[src/ssid_pkg.sv]
// shared types, constants and arithmetic helpers of the image downscaler
package ssid_pkg;

   localparam int NumCh     = 4;
   localparam int TapCount  = 4;
   localparam int WinW      = 32;
   localparam int RingW     = 48;
   localparam int CoefW     = 16;
   localparam int FracBits  = 28;

   localparam logic [7:0]        ByteMax      = 8'hFF;
   localparam logic [10:0]       OutWidthRst  = 11'd1024;
   localparam logic signed [RingW-1:0] ByteSat  = 48'sh00FF0000000;
   localparam logic signed [RingW-1:0] RoundHalf = 48'sh00008000000;

   localparam logic [0:0] CsrOutWidth = 1'b0;
   localparam logic [0:0] CsrHasAlpha = 1'b1;

   typedef enum logic [9:0] {
      ST_CLEAR = 10'b0000000001,
      ST_IDLE  = 10'b0000000010,
      ST_ACC   = 10'b0000000100,
      ST_CHK   = 10'b0000001000,
      ST_RD    = 10'b0000010000,
      ST_WR    = 10'b0000100000,
      ST_SHIFT = 10'b0001000000,
      ST_FIN   = 10'b0010000000,
      ST_DRD   = 10'b0100000000,
      ST_DOUT  = 10'b1000000000
   } state_type;

   typedef struct packed {
      logic ready;
      logic clr_step;
      logic acc;
      logic rd;
      logic wr;
      logic shift;
      logic fin;
      logic drd;
      logic dout;
   } cmd_type;

   typedef struct packed {
      logic clr_last;
      logic req_valid;
      logic req_drain;
      logic k_last;
      logic close_go;
      logic out_busy;
   } status_type;

   function automatic logic signed [WinW-1:0] sat_win(input logic signed [WinW:0] v);
      logic signed [WinW-1:0] r;
      if (v[WinW] != v[WinW-1]) begin
         r = v[WinW] ? {1'b1, {(WinW-1){1'b0}}} : {1'b0, {(WinW-1){1'b1}}};
      end else begin
         r = v[WinW-1:0];
      end
      return r;
   endfunction

   function automatic logic signed [RingW-1:0] sat_ring(input logic signed [RingW:0] v);
      logic signed [RingW-1:0] r;
      if (v[RingW] != v[RingW-1]) begin
         r = v[RingW] ? {1'b1, {(RingW-1){1'b0}}} : {1'b0, {(RingW-1){1'b1}}};
      end else begin
         r = v[RingW-1:0];
      end
      return r;
   endfunction

   function automatic logic [7:0] to_byte(input logic signed [RingW-1:0] s);
      logic [7:0]              r;
      logic signed [RingW-1:0] t;
      t = s + RoundHalf;
      if (s <= 0) begin
         r = 8'd0;
      end else if (s >= ByteSat) begin
         r = ByteMax;
      end else begin
         r = t[FracBits +: 8];
      end
      return r;
   endfunction

endpackage

[src/ssid_ctrl.sv]
// sequencing state machine of the image downscaler
module ssid_ctrl import ssid_pkg::*; (
   input  logic       clock,
   input  logic       reset,
   input  status_type status,
   output cmd_type    cmd
);
   state_type state_ff, state_in;

   always_ff @(posedge clock) begin
      if (reset) begin
         state_ff <= ST_CLEAR;
      end else begin
         state_ff <= state_in;
      end
   end

   always_comb begin
      state_in = state_ff;
      cmd      = '0;
      unique case (state_ff)
         ST_CLEAR: begin
            cmd.clr_step = 1'b1;
            if (status.clr_last) state_in = ST_IDLE;
         end
         ST_IDLE: begin
            cmd.ready = 1'b1;
            if (status.req_valid) state_in = status.req_drain ? ST_DRD : ST_ACC;
         end
         ST_ACC: begin
            cmd.acc = 1'b1;
            if (status.k_last) state_in = ST_CHK;
         end
         ST_CHK: begin
            state_in = status.close_go ? ST_RD : ST_FIN;
         end
         ST_RD: begin
            cmd.rd   = 1'b1;
            state_in = ST_WR;
         end
         ST_WR: begin
            cmd.wr   = 1'b1;
            state_in = status.k_last ? ST_SHIFT : ST_RD;
         end
         ST_SHIFT: begin
            cmd.shift = 1'b1;
            state_in  = ST_CHK;
         end
         ST_FIN: begin
            cmd.fin  = 1'b1;
            state_in = ST_IDLE;
         end
         ST_DRD: begin
            cmd.drd  = 1'b1;
            state_in = ST_DOUT;
         end
         ST_DOUT: begin
            if (!status.out_busy) begin
               cmd.dout = 1'b1;
               state_in = ST_IDLE;
            end
         end
         default: state_in = ST_IDLE;
      endcase
   end
endmodule

[config.mk]
export PLATFORM = sky130hd
export DESIGN_NAME = ssid_ctrl
export DESIGN_NICKNAME = d
export VERILOG_FILES = /design/src/ssid_pkg.sv /design/src/ssid_ctrl.sv
export SDC_FILE = /design/constraint.sdc
export NUM_CORES = 1
export LEC_CHECK = 0
export BUFFER_PORTS_ARGS = -buffer_cell sky130_fd_sc_hd__buf_2
export CELL_PAD_IN_SITES_DETAIL_PLACEMENT = 1
export CELL_PAD_IN_SITES_GLOBAL_PLACEMENT = 1
export CORE_MARGIN = 4
export CORE_UTILIZATION = 28
export DETAILED_ROUTE_END_ITERATION = 8
export PLACE_DENSITY = 0.66
export SYNTH_ARGS = -nofsm -noshare
export SYNTH_HDL_FRONTEND = slang
export SYNTH_SLANG_ARGS = --single-unit
export TNS_END_PERCENT = 10
[constraint.sdc]
create_clock -name clock -period 2.6 [get_ports clock]
set_input_delay 0.13 -clock clock [delete_from_list [all_inputs] [get_ports clock]]
set_output_delay 0.13 -clock clock [all_outputs]
set_load 0.005 [all_outputs]
==> metrics.cfg <==
[sta]
finClkSkew_ps = 5.80
drv_slew = 0
max_freq_ghz = 0.470
slew_headroom = 0.674
finalSetupViolations = 0
period_needed_ps = 2130
period_share = 0.818
finalSetupTns_ps = 0
tightest_slew_ps = 484
hold_viol = 0
rsz0062_at_grt = false

[detailed_routing]
drt_iter0_markers = 10
vias = 675
drcViolationCount = 0
antenna_left = 0
wl_per_cell_um = 13.9
routed_wl_um = 1740
vias_per_cell = 5.40
drt_pass1_iterations = 4

[floorplanning]
rows = 17
dieWidth_um = 56.7
die_h_um = 56.7
core_sq_um = 2230
design.die.area_sq_um = 3210
num_io_pins = 17
start_util = 0.297

[final_layout]
regMostFlops = state_ff
multi_input_area_sq_um = 398
layout_common_cells = 16 x buf_2, 10 x dfxtp_1, 8 x nor2_1
ff_latch_area_sq_um = 200
n_antenna_cell = 0
nets = 107
largest_reg_flops = 10
syn_to_final_growth_pct = 14.9
fill_cells = 278
fin_area_sq_um = 762
final_common_cell = buf_2
reg_top3 = state_ff (10)
drive_above_1_share = 0.268

[clock_network]
clock_latency_ps = 260
ctsResizeCount = 0
cts_root_buf = clkbuf_4
ctsHoldBuffers = 0
numCtsBuffers = 3
path_clk_slew_ps = 70
post_cts_buffers = 0
clockBufferDepth = 2
cts-htree-levels = 1
clock_sinks = 10
tritoncts = done

[logic_synthesis]
postSynthAreaPerCell_sq_um = 7.89
synth_seq_cells = 10
synth_warnings = 0
ys.flop_type = dfxtp_1
synthesis.area_sq_um = 663
async_reset_ff_frac = 0
netlist_instances = 84
syn_nets = 92
synth_edf_count = 0
ys_seq_area_frac = 0.302
yosysUniqueCellTypes = 32

[grt]
grt_max_degree = 11
antenna_found_initial = 0
grt_pass1_wl_um = 3000
grt-ovfl-total = 0
gr-usage-all-layers = 0.119
grt_pass1_vias = 664

[job]
cap_viol_max_count = 0

[power]
p_leak_nw = 0.334
powerDensity_nw_per_um2 = 458
ir_drop_uv = 244

[setup_path]
r2r_start = state_ff[8]
r2r_cells = 4
required_ps = 2470
r2r_setup_slack_ps = 690
cp_max_fo = 9
cp-endpoint = cmd[4]
cp.arrival_ps = 2000
cp-end-kind = primary output
cp_slowest_stage_delay_ps = 600
critical_path.startpoint = state_ff[8]
worstSetupPathType = reg2out
reg2reg_to = state_ff[4]
start_kind = register
crit_slowest_cell = or4_4
path_cells = or4_4, or4b_1, inv_1, buf_2

[outcome]
run_status = finished clean

[placement]
dpl-instance-area_sq_um = 739
io_buffers = 16
gp_congestion = 0.798
hpwl_um = 1370

[hold_path]
worst_hold_path_type = in2reg

## per-layer routing
| metal | vias to the layer above | track usage | routed length (um) | share of wire |
|---|---|---|---|---|
| met2 | 12 | 0.193 | 844 | 0.48 |
| li1 | 337 | - | - | - |
| met4 | 0 | 0.0610 | 17 | 0.0098 |
| met5 | - | 0 | 0 | 0 |
| met3 | 2 | 0.0230 | 69 | 0.040 |
| met1 | 324 | 0.146 | 811 | 0.47 |
## cell type report
class,instances,share of cell area
clock buffer,3,0.0296
tap,28,0.0460
sequential,10,0.263
multi-input combinational,61,0.522
inverter,7,0.0345
timing repair buffer,16,0.105
## cells in the mapped netlist (3+ instances only)
| cell type | number | area, sq um |
|---|---|---|
| inv_1 | 7 | 26.3 |
| nor4_1 | 5 | 31.3 |
| nor3_1 | 5 | 25.0 |
| o21ai_0 | 3 | 15.0 |
| nand2_1 | 4 | 15.0 |
| nor2_1 | 8 | 30.0 |
| xor2_1 | 3 | 26.3 |
| dfxtp_1 | 10 | 200 |
| clkbuf_1 | 3 | 11.3 |
| nand3_1 | 4 | 20.0 |
| nand4_1 | 3 | 18.8 |
## how the worst min path moves through the flow
stage | start | end | depth (start not counted)
final | status[1] | state_ff[7] | 2
after global placement | status[1] | state_ff[7] | 2
after CTS | status[1] | state_ff[7] | 2
after global routing | status[1] | state_ff[7] | 2
after floorplan | reset | state_ff[2] | 1
after detailed placement | status[1] | state_ff[7] | 2
## stage by stage
step | total power, mW | hold WS, ps | util | setup slack [ps] | instances
2_1_floorplan | 0.228 | 199 | - | 795 | 84
3_3_place_gp | 0.245 | 332 | 0.331 | 761 | 122
3_5_place_dp | 0.245 | 335 | 0.331 | 720 | 122
4_1_cts | 0.355 | 43.1 | 0.341 | 466 | 125
5_1_grt | 0.372 | 55.5 | 0.341 | 389 | 125
6_report | 0.349 | 49.1 | 0.341 | 472 | 125
## report_power, final
part	total, mW	internal [mW]	switching, mW
registers	0.172	0.159	0.0127
clock network	0.107	0.0534	0.0533
logic	0.0702	0.0341	0.0361
## logic make-up (layout without fill, tap and decap cells)
group,Yosys count,after routing,synth area share
AOI/OAI and AO/OA,10,10,0.100
xor gates and xnor gates,3,3,0.0396
buffers and inverters,13,26,0.0981
DFF,10,10,0.302
muxes,1,1,0.0170
and+or+nand+nor,47,47,0.443
## critical path, delay by kind of cell (launching register included)
family | cells | cell delay, ps
buffers and inverters | 2 | 220
flip-flops | 1 | 400
AND/OR/NAND/NOR | 2 | 1100
Power figures use the tool's default switching activity.
